===== config.mk =====
export PLATFORM = sky130hd
export DESIGN_NAME = greedy_change_dispenser_flat
export DESIGN_NICKNAME = d
export VERILOG_FILES = /design/src/rtl/gcd_pkg.sv /design/src/rtl/gcd_in_if.sv /design/src/rtl/gcd_out_if.sv /design/src/rtl/gcd_mul.sv /design/src/rtl/gcd_stock.sv /design/src/rtl/greedy_change_dispenser.sv /design/src/flat_wrapper.sv
export SDC_FILE = /design/constraint.sdc
export NUM_CORES = 2
export LEC_CHECK = 0
export BUFFER_PORTS_ARGS = -buffer_cell sky130_fd_sc_hd__buf_2
export CORE_ASPECT_RATIO = 1.4
export CORE_MARGIN = 3
export CORE_UTILIZATION = 45
export DETAILED_ROUTE_END_ITERATION = 7
export PLACE_DENSITY = 0.58
export SYNTH_ARGS = -nofsm -noshare
export SYNTH_HDL_FRONTEND = slang
export SYNTH_HIERARCHICAL = 1
export SYNTH_SLANG_ARGS = --single-unit

===== constraint.sdc =====
create_clock -name clk -period 11.2 [get_ports clk]
set_input_delay 1.68 -clock clk [delete_from_list [all_inputs] [get_ports clk]]
set_output_delay 1.68 -clock clk [all_outputs]
set_load 0.02 [all_outputs]

===== src/rtl/gcd_pkg.sv =====
package gcd_pkg;

  localparam int NUM_DENOMS  = 13;
  localparam int IDX_W       = 4;
  localparam int LOAD_W      = 16;
  localparam int CHG_W       = 27;
  localparam int REM_W       = CHG_W + 1;
  localparam int CONST_W     = 28;
  localparam int RECIP_SHIFT = 27;
  localparam int CNT_OUT_W   = 16;
  localparam int BAL_W       = 32;
  localparam int STATUS_W    = 3;

  localparam logic [IDX_W-1:0] LAST_IDX = IDX_W'(NUM_DENOMS - 1);

  typedef logic [1:0] cmd_t;
  localparam cmd_t CMD_LOAD    = 2'd0;
  localparam cmd_t CMD_SALE    = 2'd1;
  localparam cmd_t CMD_BALANCE = 2'd2;

  typedef enum logic [STATUS_W-1:0] {
    ST_CHANGE    = 3'd0,
    ST_NO_CHANGE = 3'd1,
    ST_UNDERPAID = 3'd2,
    ST_NO_STOCK  = 3'd3,
    ST_LOADED    = 3'd4,
    ST_BALANCE   = 3'd5
  } status_t;

  // face value in cents, index 0 is the largest
  function automatic logic [CONST_W-1:0] denom_value(input logic [IDX_W-1:0] idx);
    logic [CONST_W-1:0] v;
    unique case (idx)
      4'd0:    v = 28'd20000;
      4'd1:    v = 28'd10000;
      4'd2:    v = 28'd5000;
      4'd3:    v = 28'd2000;
      4'd4:    v = 28'd1000;
      4'd5:    v = 28'd500;
      4'd6:    v = 28'd200;
      4'd7:    v = 28'd100;
      4'd8:    v = 28'd50;
      4'd9:    v = 28'd25;
      4'd10:   v = 28'd10;
      4'd11:   v = 28'd5;
      4'd12:   v = 28'd1;
      default: v = '0;
    endcase
    return v;
  endfunction

  // floor(2^27 / value), quotient estimate is low by at most one
  function automatic logic [CONST_W-1:0] denom_recip(input logic [IDX_W-1:0] idx);
    logic [CONST_W-1:0] v;
    unique case (idx)
      4'd0:    v = 28'd6710;
      4'd1:    v = 28'd13421;
      4'd2:    v = 28'd26843;
      4'd3:    v = 28'd67108;
      4'd4:    v = 28'd134217;
      4'd5:    v = 28'd268435;
      4'd6:    v = 28'd671088;
      4'd7:    v = 28'd1342177;
      4'd8:    v = 28'd2684354;
      4'd9:    v = 28'd5368709;
      4'd10:   v = 28'd13421772;
      4'd11:   v = 28'd26843545;
      4'd12:   v = 28'd134217728;
      default: v = '0;
    endcase
    return v;
  endfunction

endpackage


===== src/rtl/gcd_in_if.sv =====
interface gcd_in_if;
  logic                           valid;
  logic                           ready;
  logic [1:0]                     cmd;
  logic [gcd_pkg::IDX_W-1:0]      denom_index;
  logic [gcd_pkg::LOAD_W-1:0]     load_count;
  logic [gcd_pkg::CHG_W-1:0]      price_cents;
  logic [gcd_pkg::CHG_W-1:0]      paid_cents;

  modport source (output valid, cmd, denom_index, load_count, price_cents, paid_cents,
                  input ready);
  modport sink (input valid, cmd, denom_index, load_count, price_cents, paid_cents,
                output ready);
endinterface


===== src/rtl/gcd_out_if.sv =====
interface gcd_out_if;
  logic                           valid;
  logic                           ready;
  logic [gcd_pkg::STATUS_W-1:0]   status;
  logic [gcd_pkg::IDX_W-1:0]      used_denom;
  logic [gcd_pkg::CNT_OUT_W-1:0]  used_count;
  logic [gcd_pkg::BAL_W-1:0]      balance_cents;
  logic                           last;

  modport source (output valid, status, used_denom, used_count, balance_cents, last,
                  input ready);
  modport sink (input valid, status, used_denom, used_count, balance_cents, last,
                output ready);
endinterface


===== src/rtl/gcd_mul.sv =====
module gcd_mul #(
  parameter int A_W = 28,
  parameter int B_W = 28
) (
  input  logic               clk,
  input  logic [A_W-1:0]     a,
  input  logic [B_W-1:0]     b,
  output logic [A_W+B_W-1:0] p_r
);

  always_ff @(posedge clk) begin
    p_r <= (A_W+B_W)'(a) * (A_W+B_W)'(b);
  end

endmodule


===== src/rtl/gcd_stock.sv =====
module gcd_stock #(
  parameter int COUNT_BITS = 16
) (
  input  logic                      clk,
  input  logic                      rst_n,
  input  logic                      wr_en,
  input  logic [gcd_pkg::IDX_W-1:0] wr_idx,
  input  logic [COUNT_BITS-1:0]     wr_data,
  input  logic [gcd_pkg::IDX_W-1:0] rd_idx,
  output logic [COUNT_BITS-1:0]     rd_data
);

  logic [COUNT_BITS-1:0] count_r [gcd_pkg::NUM_DENOMS];

  always_ff @(posedge clk) begin
    if (!rst_n) begin
      for (int i = 0; i < gcd_pkg::NUM_DENOMS; i++) begin
        count_r[i] <= '0;
      end
    end else if (wr_en && (wr_idx <= gcd_pkg::LAST_IDX)) begin
      count_r[wr_idx] <= wr_data;
    end
  end

  assign rd_data = (rd_idx <= gcd_pkg::LAST_IDX) ? count_r[rd_idx] : '0;

endmodule


===== src/rtl/greedy_change_dispenser.sv =====
// channel   dir  handshake          payload
// in_s      in   valid/ready        cmd, denom_index, load_count, price_cents, paid_cents
// out_s     out  valid/ready        status, used_denom, used_count, balance_cents, last
//
// load, underpaid and no change: through S_REPORT to the output register
// balance: a multiply and an accumulate step per denomination on the shared multiplier
// sale: a multiply and a compare step per denomination whose whole stock fits, a divide where
//   it does not, then an emit step per denomination up to the last one used
// rst_n clears the stock counts synchronously; in_s.ready is low while a transaction runs
// a full output register stalls only the step that writes it
module greedy_change_dispenser #(
  parameter int COUNT_BITS = 16
) (
  input  logic       clk,
  input  logic       rst_n,
  gcd_in_if.sink     in_s,
  gcd_out_if.source  out_s
);

  localparam int IDX_W = gcd_pkg::IDX_W;
  localparam int REM_W = gcd_pkg::REM_W;
  localparam int ND    = gcd_pkg::NUM_DENOMS;
  localparam int BAL_W = gcd_pkg::BAL_W;
  localparam int MA_W  = (COUNT_BITS > REM_W) ? COUNT_BITS : REM_W;
  localparam int MB_W  = gcd_pkg::CONST_W;
  localparam int MP_W  = MA_W + MB_W;

  typedef enum logic [3:0] {
    S_IDLE,
    S_REPORT,
    S_STK_MUL,
    S_STK_CMP,
    S_DIV_MUL,
    S_DIV_BACK,
    S_DIV_FIX,
    S_DIV_ADJ,
    S_EMIT,
    S_BAL_MUL,
    S_BAL_ACC
  } state_t;

  state_t                  state_r, state_nxt;
  logic [IDX_W-1:0]        idx_r, idx_nxt;
  logic [REM_W-1:0]        rem_r, rem_nxt;
  logic [REM_W-1:0]        q_r, q_nxt;
  logic [BAL_W-1:0]        acc_r, acc_nxt;
  gcd_pkg::status_t        rpt_r, rpt_nxt;
  logic [ND-1:0]           nz_r, nz_nxt;
  logic [COUNT_BITS-1:0]   used_r [ND];

  logic                    out_valid_r, out_valid_nxt;
  gcd_pkg::status_t        out_status_r, out_status_nxt;
  logic [IDX_W-1:0]        out_denom_r, out_denom_nxt;
  logic [gcd_pkg::CNT_OUT_W-1:0] out_count_r, out_count_nxt;
  logic [BAL_W-1:0]        out_bal_r, out_bal_nxt;
  logic                    out_last_r, out_last_nxt;

  logic                    used_we;
  logic [COUNT_BITS-1:0]   used_wdata;
  logic                    stk_we;
  logic [IDX_W-1:0]        stk_widx;
  logic [COUNT_BITS-1:0]   stk_wdata;
  logic [COUNT_BITS-1:0]   stk_rd;
  logic [MA_W-1:0]         mul_a;
  logic [MB_W-1:0]         mul_b;
  logic [MP_W-1:0]         mul_p;

  logic                    in_acc;
  logic                    out_free;
  logic [REM_W-1:0]        diff;
  logic [REM_W-1:0]        dval;
  logic [REM_W-1:0]        q_adj;
  logic [REM_W-1:0]        rem_adv;
  logic                    adv;
  logic [ND-1:0]           nz_hi;
  logic                    emit_last;
  logic [BAL_W:0]          bal_sum;
  logic                    bal_ovf;

  gcd_stock #(
    .COUNT_BITS(COUNT_BITS)
  ) u_stock (
    .clk     (clk),
    .rst_n   (rst_n),
    .wr_en   (stk_we),
    .wr_idx  (stk_widx),
    .wr_data (stk_wdata),
    .rd_idx  (idx_r),
    .rd_data (stk_rd)
  );

  gcd_mul #(
    .A_W(MA_W),
    .B_W(MB_W)
  ) u_mul (
    .clk (clk),
    .a   (mul_a),
    .b   (mul_b),
    .p_r (mul_p)
  );

  assign in_s.ready = (state_r == S_IDLE);
  assign in_acc     = in_s.valid && (state_r == S_IDLE);
  assign out_free   = !out_valid_r || out_s.ready;

  assign diff      = {1'b0, in_s.paid_cents} - {1'b0, in_s.price_cents};
  assign dval      = REM_W'(gcd_pkg::denom_value(idx_r));
  assign nz_hi     = nz_r >> idx_r;
  assign emit_last = (nz_hi[ND-1:1] == '0);
  assign bal_sum   = {1'b0, acc_r} + {1'b0, mul_p[BAL_W-1:0]};
  assign bal_ovf   = bal_sum[BAL_W] || (mul_p[MP_W-1:BAL_W] != '0);

  // shared multiplier operand select
  always_comb begin
    unique case (state_r)
      S_STK_MUL, S_BAL_MUL: mul_a = MA_W'(stk_rd);
      S_DIV_MUL:            mul_a = MA_W'(rem_r);
      S_DIV_BACK:           mul_a = MA_W'(mul_p[gcd_pkg::RECIP_SHIFT +: REM_W]);
      default:              mul_a = '0;
    endcase
    mul_b = (state_r == S_DIV_MUL) ? gcd_pkg::denom_recip(idx_r)
                                   : gcd_pkg::denom_value(idx_r);
  end

  always_comb begin
    state_nxt      = state_r;
    idx_nxt        = idx_r;
    rem_nxt        = rem_r;
    q_nxt          = q_r;
    acc_nxt        = acc_r;
    rpt_nxt        = rpt_r;
    nz_nxt         = nz_r;
    out_valid_nxt  = out_valid_r && !out_s.ready;
    out_status_nxt = out_status_r;
    out_denom_nxt  = out_denom_r;
    out_count_nxt  = out_count_r;
    out_bal_nxt    = out_bal_r;
    out_last_nxt   = out_last_r;
    used_we        = 1'b0;
    used_wdata     = stk_rd;
    stk_we         = 1'b0;
    stk_widx       = idx_r;
    stk_wdata      = stk_rd - used_r[idx_r];
    q_adj          = q_r;
    rem_adv        = rem_r;
    adv            = 1'b0;

    unique case (state_r)
      S_IDLE: begin
        if (in_acc) begin
          unique case (in_s.cmd)
            gcd_pkg::CMD_LOAD: begin
              stk_we    = 1'b1;
              stk_widx  = in_s.denom_index;
              stk_wdata = COUNT_BITS'(in_s.load_count);
              rpt_nxt   = gcd_pkg::ST_LOADED;
              state_nxt = S_REPORT;
            end
            gcd_pkg::CMD_SALE: begin
              if (diff[REM_W-1]) begin
                rpt_nxt   = gcd_pkg::ST_UNDERPAID;
                state_nxt = S_REPORT;
              end else if (diff == '0) begin
                rpt_nxt   = gcd_pkg::ST_NO_CHANGE;
                state_nxt = S_REPORT;
              end else begin
                rem_nxt   = diff;
                idx_nxt   = '0;
                nz_nxt    = '0;
                state_nxt = S_STK_MUL;
              end
            end
            gcd_pkg::CMD_BALANCE: begin
              idx_nxt   = '0;
              acc_nxt   = '0;
              state_nxt = S_BAL_MUL;
            end
            default: begin
              state_nxt = S_IDLE;
            end
          endcase
        end
      end

      S_REPORT: begin
        if (out_free) begin
          out_valid_nxt  = 1'b1;
          out_status_nxt = rpt_r;
          out_denom_nxt  = '0;
          out_count_nxt  = '0;
          out_bal_nxt    = (rpt_r == gcd_pkg::ST_BALANCE) ? acc_r : '0;
          out_last_nxt   = 1'b1;
          state_nxt      = S_IDLE;
        end
      end

      S_STK_MUL: begin
        state_nxt = S_STK_CMP;
      end

      // take the whole stock of this denomination if it fits in the remainder, else divide
      S_STK_CMP: begin
        if (mul_p <= MP_W'(rem_r)) begin
          used_we        = 1'b1;
          used_wdata     = stk_rd;
          nz_nxt[idx_r]  = (stk_rd != '0);
          rem_adv        = rem_r - REM_W'(mul_p);
          adv            = 1'b1;
        end else begin
          state_nxt = S_DIV_MUL;
        end
      end

      S_DIV_MUL: begin
        state_nxt = S_DIV_BACK;
      end

      S_DIV_BACK: begin
        q_nxt     = mul_p[gcd_pkg::RECIP_SHIFT +: REM_W];
        state_nxt = S_DIV_FIX;
      end

      S_DIV_FIX: begin
        rem_nxt   = rem_r - REM_W'(mul_p);
        state_nxt = S_DIV_ADJ;
      end

      // quotient estimate low by at most one
      S_DIV_ADJ: begin
        if (rem_r >= dval) begin
          q_adj   = q_r + REM_W'(1);
          rem_adv = rem_r - dval;
        end else begin
          q_adj   = q_r;
          rem_adv = rem_r;
        end
        used_we       = 1'b1;
        used_wdata    = COUNT_BITS'(q_adj);
        nz_nxt[idx_r] = (q_adj != '0);
        adv           = 1'b1;
      end

      // commit stock and send one transaction per denomination used
      S_EMIT: begin
        if (nz_r[idx_r]) begin
          if (out_free) begin
            out_valid_nxt  = 1'b1;
            out_status_nxt = gcd_pkg::ST_CHANGE;
            out_denom_nxt  = idx_r;
            out_count_nxt  = gcd_pkg::CNT_OUT_W'(used_r[idx_r]);
            out_bal_nxt    = '0;
            out_last_nxt   = emit_last;
            stk_we         = 1'b1;
            if (emit_last || (idx_r == gcd_pkg::LAST_IDX)) begin
              state_nxt = S_IDLE;
            end else begin
              idx_nxt = idx_r + IDX_W'(1);
            end
          end
        end else if (idx_r == gcd_pkg::LAST_IDX) begin
          state_nxt = S_IDLE;
        end else begin
          idx_nxt = idx_r + IDX_W'(1);
        end
      end

      S_BAL_MUL: begin
        state_nxt = S_BAL_ACC;
      end

      S_BAL_ACC: begin
        acc_nxt = bal_ovf ? '1 : bal_sum[BAL_W-1:0];
        if (idx_r == gcd_pkg::LAST_IDX) begin
          rpt_nxt   = gcd_pkg::ST_BALANCE;
          state_nxt = S_REPORT;
        end else begin
          idx_nxt   = idx_r + IDX_W'(1);
          state_nxt = S_BAL_MUL;
        end
      end

      default: begin
        state_nxt = S_IDLE;
      end
    endcase

    // next denomination of the greedy walk
    if (adv) begin
      rem_nxt = rem_adv;
      if (idx_r == gcd_pkg::LAST_IDX) begin
        idx_nxt = '0;
        if (rem_adv == '0) begin
          state_nxt = S_EMIT;
        end else begin
          rpt_nxt   = gcd_pkg::ST_NO_STOCK;
          state_nxt = S_REPORT;
        end
      end else begin
        idx_nxt   = idx_r + IDX_W'(1);
        state_nxt = S_STK_MUL;
      end
    end
  end

  always_ff @(posedge clk) begin
    if (!rst_n) begin
      state_r     <= S_IDLE;
      out_valid_r <= 1'b0;
      idx_r       <= '0;
    end else begin
      state_r     <= state_nxt;
      out_valid_r <= out_valid_nxt;
      idx_r       <= idx_nxt;
    end
    rem_r        <= rem_nxt;
    q_r          <= q_nxt;
    acc_r        <= acc_nxt;
    rpt_r        <= rpt_nxt;
    nz_r         <= nz_nxt;
    out_status_r <= out_status_nxt;
    out_denom_r  <= out_denom_nxt;
    out_count_r  <= out_count_nxt;
    out_bal_r    <= out_bal_nxt;
    out_last_r   <= out_last_nxt;
    if (used_we) begin
      used_r[idx_r] <= used_wdata;
    end
  end

  assign out_s.valid         = out_valid_r;
  assign out_s.status        = out_status_r;
  assign out_s.used_denom    = out_denom_r;
  assign out_s.used_count    = out_count_r;
  assign out_s.balance_cents = out_bal_r;
  assign out_s.last          = out_last_r;

endmodule


===== src/flat_wrapper.sv =====
// flat-port wrapper written by rule: the top's interface ports become plain ports
module greedy_change_dispenser_flat 
#(
  parameter int COUNT_BITS = 16
)
  (clk, rst_n, in_s_valid, in_s_cmd, in_s_denom_index, in_s_load_count, in_s_price_cents, in_s_paid_cents, in_s_ready, out_s_valid, out_s_status, out_s_used_denom, out_s_used_count, out_s_balance_cents, out_s_last, out_s_ready);
  gcd_in_if in_s_i ();
  gcd_out_if out_s_i ();
  input  logic clk;
  input  logic rst_n;
  input wire logic [$bits(in_s_i.valid)-1:0] in_s_valid;
  input wire logic [$bits(in_s_i.cmd)-1:0] in_s_cmd;
  input wire logic [$bits(in_s_i.denom_index)-1:0] in_s_denom_index;
  input wire logic [$bits(in_s_i.load_count)-1:0] in_s_load_count;
  input wire logic [$bits(in_s_i.price_cents)-1:0] in_s_price_cents;
  input wire logic [$bits(in_s_i.paid_cents)-1:0] in_s_paid_cents;
  output wire logic [$bits(in_s_i.ready)-1:0] in_s_ready;
  output wire logic [$bits(out_s_i.valid)-1:0] out_s_valid;
  output wire logic [$bits(out_s_i.status)-1:0] out_s_status;
  output wire logic [$bits(out_s_i.used_denom)-1:0] out_s_used_denom;
  output wire logic [$bits(out_s_i.used_count)-1:0] out_s_used_count;
  output wire logic [$bits(out_s_i.balance_cents)-1:0] out_s_balance_cents;
  output wire logic [$bits(out_s_i.last)-1:0] out_s_last;
  input wire logic [$bits(out_s_i.ready)-1:0] out_s_ready;
  assign in_s_i.valid = in_s_valid;
  assign in_s_i.cmd = in_s_cmd;
  assign in_s_i.denom_index = in_s_denom_index;
  assign in_s_i.load_count = in_s_load_count;
  assign in_s_i.price_cents = in_s_price_cents;
  assign in_s_i.paid_cents = in_s_paid_cents;
  assign in_s_ready = in_s_i.ready;
  assign out_s_valid = out_s_i.valid;
  assign out_s_status = out_s_i.status;
  assign out_s_used_denom = out_s_i.used_denom;
  assign out_s_used_count = out_s_i.used_count;
  assign out_s_balance_cents = out_s_i.balance_cents;
  assign out_s_last = out_s_i.last;
  assign out_s_i.ready = out_s_ready;
  greedy_change_dispenser #(.COUNT_BITS(COUNT_BITS)) u_core (.clk(clk), .rst_n(rst_n), .in_s(in_s_i), .out_s(out_s_i));
endmodule

# == Word-level counts from Yosys, hierarchy flattened ==
# Memories as Yosys holds them, arrays and structs flattened. A register that Yosys moved wholly into a read port is not among the register bits.
# Cells that the tools add are included.
# totals
mem_bits_ro,896
output_inout_bits,58
ff_bits,225
wordCells,222
n_memories,5
ramBits,416
latch_bits,0
input_bits,80
# mem_list
memory,depth,word_bits,rd,rd_clocked_by_memory_dff,write_ports,line_no,text
(no name shown),16,26,1,1,0,gcd_pkg.sv:55,unique case (idx)
(no name shown),16,15,1,1,0,gcd_pkg.sv:33,unique case (idx)
(no name shown),16,15,1,1,0,gcd_pkg.sv:33,
u_core.u_stock.count_r,13,16,1,1,13,gcd_stock.sv:13,logic [COUNT_BITS-1:0] count_r [gcd_pkg::NUM_DENOMS];
u_core.used_r,13,16,1,1,1,greedy_change_dispenser.sv:49,logic [COUNT_BITS-1:0] used_r [ND];
# op_classes
magnitude_cmp,6
n_reduce_logical,30
n_eq_ne,37
muxes,121
mul,1
n_shift,1
add_sub_neg,7
div,0
bitwise_logic,0
# ops
cell,count
2-to-1 mux 28 bit,10
2-to-1 mux 32 bit,7
2-to-1 mux 4 bit,37
2-to-1 mux 16 bit,9
one-hot mux 32 bit (2 select lines),2
one-hot mux 28 bit (2 select lines),2
one-hot mux 28 bit (3 select lines),1
2-to-1 mux 13 bit,5
less-or-equal comparator 56 x 28 -> 1 bit,1
logical NOT 28 bit,2
multiplier 28 x 28 -> 56 bit,1
subtractor 28 bit,2
one-hot mux 4 bit (11 select lines),1
one-hot mux 13 bit (3 select lines),1
adder 32 x 32 -> 33 bit,1
one-hot mux 16 bit (2 select lines),1
2-to-1 mux 3 bit,10
"adder 28 x 1 -> 28 bit, second input constant",1
>= comparator 28 bit,1
nonzero test 28 bit,1
subtractor 27 x 27 -> 28 bit,1
bitwise mux 13 bit,2
one-hot mux 4 bit (3 select lines),2
nonzero test 24 bit,1
other kinds (46),101

# == Depth between registers and ports, before layout ==
# logic_depth
word_depth,11
ltp_mapped,36
ltp_nobuf,30

# == By module ==
# The synthesis kept the hierarchy.
# modules_own_cells
mod,seq_area_each_um2,cells_per_inst,area_per_inst_um2,instances
gcd_mul,1121.1,3003,27014.7,1
greedy_change_dispenser,12081.6,2542,26561.7,1
gcd_stock,6276.0,668,9745.6,1

# == Worst setup path before layout ==
# No wires, ideal clock.
# synth_timing
path_type,register -> register
startpoint,register u_core.state_r[2]
endpoint,register u_core.u_mul.p_r[55]
n_path_buf,5
synth_period_minus_slack_ns,8.705
t_required_ns,11.079
setup_slack_ns,2.495
setup_ns,0.121
stages_incl_launch_ff,32
arrival_ns,8.584
cell_sequence,dfxtp_1 > clkbuf_1 > clkbuf_1 > nand2_1 > nor3_1 > clkbuf_1 > a22o_1 > clkbuf_1 > clkbuf_1 > nand2_1 > fa_1 > inv_1 > fa_1 > fa_1 > inv_1 > fa_1 > inv_1 > fa_1 > fa_1 > inv_1 > fa_1 > inv_1 > ha_1 > nand2_2 > a211oi_2 > o31ai_1 > a31oi_4 > a21oi_2 > o21a_4 > nor4_4 > o221ai_2 > xnor2_1
# synth_between
elab_chain_len,4
word_cells_on_any_way,8
classes_between,mul: 1; eq/ne: 4; mux: 2; reduce/logical: 1
# synth_rtl
item,line_no,text
from (decl),greedy_change_dispenser.sv:42,"state_t state_r, state_nxt;"
from (signal assigned),greedy_change_dispenser.sv:311,state_r <= state_nxt;
== test 4 x 2 -> 1 bit or == test 4 bit (tied branches),greedy_change_dispenser.sv:115,unique case (state_r)
OR reduction 2 bit,greedy_change_dispenser.sv:115,
one-hot mux 28 bit (3 select lines) *,greedy_change_dispenser.sv:115,
named net u_core.mul_a[19],greedy_change_dispenser.sv:64,logic [MA_W-1:0] mul_a;
multiplier 28 x 28 -> 56 bit *,gcd_mul.sv:12,p_r <= (A_W+B_W)'(a) * (A_W+B_W)'(b);
to (signal assigned),gcd_mul.sv:12,
to (decl),gcd_mul.sv:8,output logic [A_W+B_W-1:0] p_r
# Mark *: on every way through the listed nets, which the timed path passes. The rest lies on a longest branch.
# A chain may end at the register's enable or synchronous reset.

# == Worst setup path after layout ==
# layout_timing
startpoint,register u_core.idx_r[3]
endpoint,register u_core.u_mul.p_r[50]
# layout_between
elab_chain_len,4
# layout_rtl
item,line_no,text
from (decl),greedy_change_dispenser.sv:43,"logic [IDX_W-1:0] idx_r, idx_nxt;"
from (signal assigned),greedy_change_dispenser.sv:313,idx_r <= idx_nxt;
less-or-equal comparator 4 bit,gcd_stock.sv:25,assign rd_data = (rd_idx <= gcd_pkg::LAST_IDX) ? count_r[rd_idx] : '0;
2-to-1 mux 16 bit,gcd_stock.sv:25,
named net u_core.stk_rd[14],greedy_change_dispenser.sv:63,logic [COUNT_BITS-1:0] stk_rd;
one-hot mux 28 bit (3 select lines),greedy_change_dispenser.sv:115,
named net u_core.mul_a[14],greedy_change_dispenser.sv:64,
multiplier 28 x 28 -> 56 bit,gcd_mul.sv:12,
# The timed path passes the listed nets, and every way through them passes these cells.

==> impl_metrics.yaml <==
status:
  status: "finished, final reports clean"
critical_path:
  slowest_stage: "a222oi_1"
  startpoint_type: "flip-flop"
  path_max_fanout: 19
  rrSetupSlack_ns: 0.82
  critPathRequiredTime_ns: 11.75
  critical_path.most_common_cell: "fa_1"
  r2r-end: "u_core/u_mul/p_r[50]"
  critPathKind: "flip-flop to flip-flop"
  reg2regPathDepth: 28
  max_stage_delay_ns: 0.74
  end_kind: "flip-flop"
  worstReg2RegStart: "u_core/idx_r[3]"
  critPathArrivalTime_ns: 10.93
clock_network:
  clk_latency_ns: 0.67
  root_buffer: "clkbuf_16"
  post_cts_buffers: 0
  path_clk_slew_ns: 0.08
  cts_tree: "yes"
  hold_buffers: 0
  clock_path_buffers: 3
  cts_max_level: 2
  cts_num_sinks: 686
  cts_buffers: 60
  cts.repair.resized: 0
die:
  rows: 162
  io_pins: 138
  dieArea_sq_um: 145000
  core_area_sq_um: 139000
  die-width_um: 323
  start_util: 0.454
  die_y_um: 450
timing:
  setup_viol: 0
  fin_skew_ns: 0.0319
  max_clock_freq_ghz: 0.0963
  tns_ns: 0
  rsz0062_at_grt: "no"
  tightest_slew_ns: 1.31
  drv_slew: 0
  period_needed_ns: 10.38
  finalHoldViolCount: 0
  finalCritPeriodShare: 0.927
  relSlewSlack: 0.116
drt:
  vias: 45900
  vias_per_cell: 5.66
  drt_iter0_drc: 3579
  wl_per_cell_um: 24.3
  drc_errors: 0
  first_pass_iters: 8
  drt-total-wl_um: 197000
  antenna_left: 0
global_routing:
  grt-ovfl-total: 0
  antenna_found_initial: 4
  grt_pass1_vias: 48900
  groute.usage.overall: 0.274
  grt_pass1_wl_um: 300000
  grt_max_degree: 57
power:
  swShare: 0.390
  clkPwrFrac: 0.248
  p_comb_frac: 0.375
  power.internal_w: 0.00536
  switchingPower_w: 0.00343
  power.density_nw_per_um2: 129
  peakVddDrop_v: 0.000124
  seqPwrFrac: 0.378
  power.leakage_nw: 30.4
logic_synthesis:
  synth_compound_area_frac: 0.0973
  ys_dominant_reg_cell: "edfxtp_1"
  synthAdderAreaFrac: 0.289
  synth_top_family_by_area: "adder cells"
  synthMuxAreaShare: 0.0457
  synth_area_leaders: "edfxtp_1 27%, fa_1 21%, ha_1 7.4%, and2_1 6.7%, inv_1 5.6%"
  synth_common_cells: "948 x inv_1, 679 x fa_1, 674 x and2_1"
  synth_edf_count: 574
  postSynthCellCount: 6213
  ys_ff_latch: 686
  synthMostInstantiatedCell: "inv_1"
  syn_area_sq_um: 63300
  yosysSeqAreaShare: 0.308
  yosys.area_share.simple: 0.159
  async_reset_ff_frac: 0
  synth_top_area_frac: 0.272
  ys_warn_count: 6
  avgSynthCellArea_sq_um: 10.2
  yosysUniqueCellTypes: 118
  synthXorXnorAreaFrac: 0.0225
  synth_area_leader_cell: "edfxtp_1"
cells_and_area:
  nNetsFinal: 7390
  num-fill-cells: 12900
  drive_above_1_share: 0.103
  final_util: 0.490
  area_delta_synth_final_pct: 8.01
worst_hold_path:
  holdPathStages: 1
  hold_path.startpoint: "u_core/rpt_r[1]"
  whs_endpoint: "u_core/rpt_r[1]"
  hold_class: "flip-flop to flip-flop"
job:
  cap_violations: 0
place:
  gp_congestion: 0.950
  dpl.hpwl_um: 153000
  portBuffers: 137
cells by family (layout without fill, tap and decap cells):
kind of cell,after synthesis,count (layout)
other,2,6
buffers and inverters,1293,1382
adder cells (fa/ha/maj),1056,1056
flip-flops,686,686
AO/OA/AOI/OAI,916,916
XOR/XNOR,163,163
multiplexers,180,180
AND/OR/NAND/NOR,1917,1917
power groups by stage:
| stage | Clock, W | Combinational [W] | Sequential (W) |
|---|---|---|---|
| after global routing | 0.00230 | 0.00357 | 0.00333 |
| final | 0.00218 | 0.00329 | 0.00332 |
| after global placement | 0 | 0.00324 | 0.00337 |
| after detailed placement | 0 | 0.00326 | 0.00337 |
| after CTS | 0.00221 | 0.00328 | 0.00332 |
| after floorplan | 0 | 0.00200 | 0.00333 |
critical path, delay by kind of cell, from the launching register on:
kind | cells | cell delay (ns)
buf+inv | 7 | 1.35
xor+xnor | 1 | 0.19
flops | 1 | 0.67
fa+ha+maj | 8 | 4.03
simple gates | 4 | 1.35
compound gates | 8 | 2.67
area by class of cell:
| class | instances | area [sq um] | area share |
|---|---|---|---|
| Antenna cell | 3 | 7.51 | 0.000110 |
| Clock buffer | 79 | 1650 | 0.0242 |
| Clock inverter | 32 | 380 | 0.00556 |
| Inverter | 950 | 3570 | 0.0521 |
| Multi-Input combinational cell | 4235 | 39000 | 0.570 |
| Sequential cell | 686 | 19500 | 0.285 |
| Tap cell | 1804 | 2260 | 0.0330 |
| Timing Repair Buffer | 321 | 2070 | 0.0302 |
layer usage:
metal  part of all wire  GRT usage  up-vias
met5                  0          0        -
met4              0.061      0.141        0
met3              0.050     0.0263      433
met2               0.52      0.496     1447
met1               0.37      0.319    23400
li1                   -          -    20700
sequential cells by signal (all words and copies together) (netlist names), 13 cells and up, named ones only:
name	flops
u_core/out_s.balance_cents	32
u_core/q_r	28
u_core/used_r	208
u_core/out_s.used_count	16
u_core/u_stock/count_r	209
u_core/nz_r	13
u_core/acc_r	32
u_core/dval	14
u_core/u_mul/p_r	56
u_core/rem_r	28
worst max-delay path by stage:
stage                       from              endpoint  slack, ns  depth (start not counted)
2_1_floorplan  u_core/state_r[2]  u_core/u_mul/p_r[55]       2.49                         31
3_3_place_gp     u_core/idx_r[1]  u_core/u_mul/p_r[50]       1.03                         29
6_report         u_core/idx_r[3]  u_core/u_mul/p_r[50]       0.82                         28
4_1_cts          u_core/idx_r[1]  u_core/u_mul/p_r[50]       0.96                         29
5_1_grt          u_core/idx_r[1]  u_core/u_mul/p_r[46]       0.54                         29
3_5_place_dp     u_core/idx_r[1]  u_core/u_mul/p_r[50]       1.00                         29
placed cells by master (no fill, tap or decap), drive strengths merged, types with 31 or more instances in the layout:
cell type,n
nand4,40
a31oi,34
nand2b,42
o21ai,187
mux2,39
nor2,185
a21o,82
inv,954
clkbuf,80
fa,679
xor2,71
and2,675
nor2b,40
nand2,627
a21oi,266
edfxtp,574
ha,377
mux2i,58
nor3,54
nand3,76
dfxtp,112
nor4,31
mux4,83
xnor2,92
a211oi,40
buf,320
and3,64
per-stage QoR:
stage	total power [W]	cell area, sq um	hold WS [ns]	worst slack (ns)	instances
after floorplan	0.00533	63300	0.429	2.49	6214
after global placement	0.00661	66300	0.465	1.03	7995
after detailed placement	0.00663	66300	0.471	1.00	7995
after CTS	0.00881	68400	0.488	0.959	8106
after global routing	0.00920	68400	0.502	0.537	8109
final	0.00879	68400	0.485	0.819	8110
(Power assumes the default switching activity.)
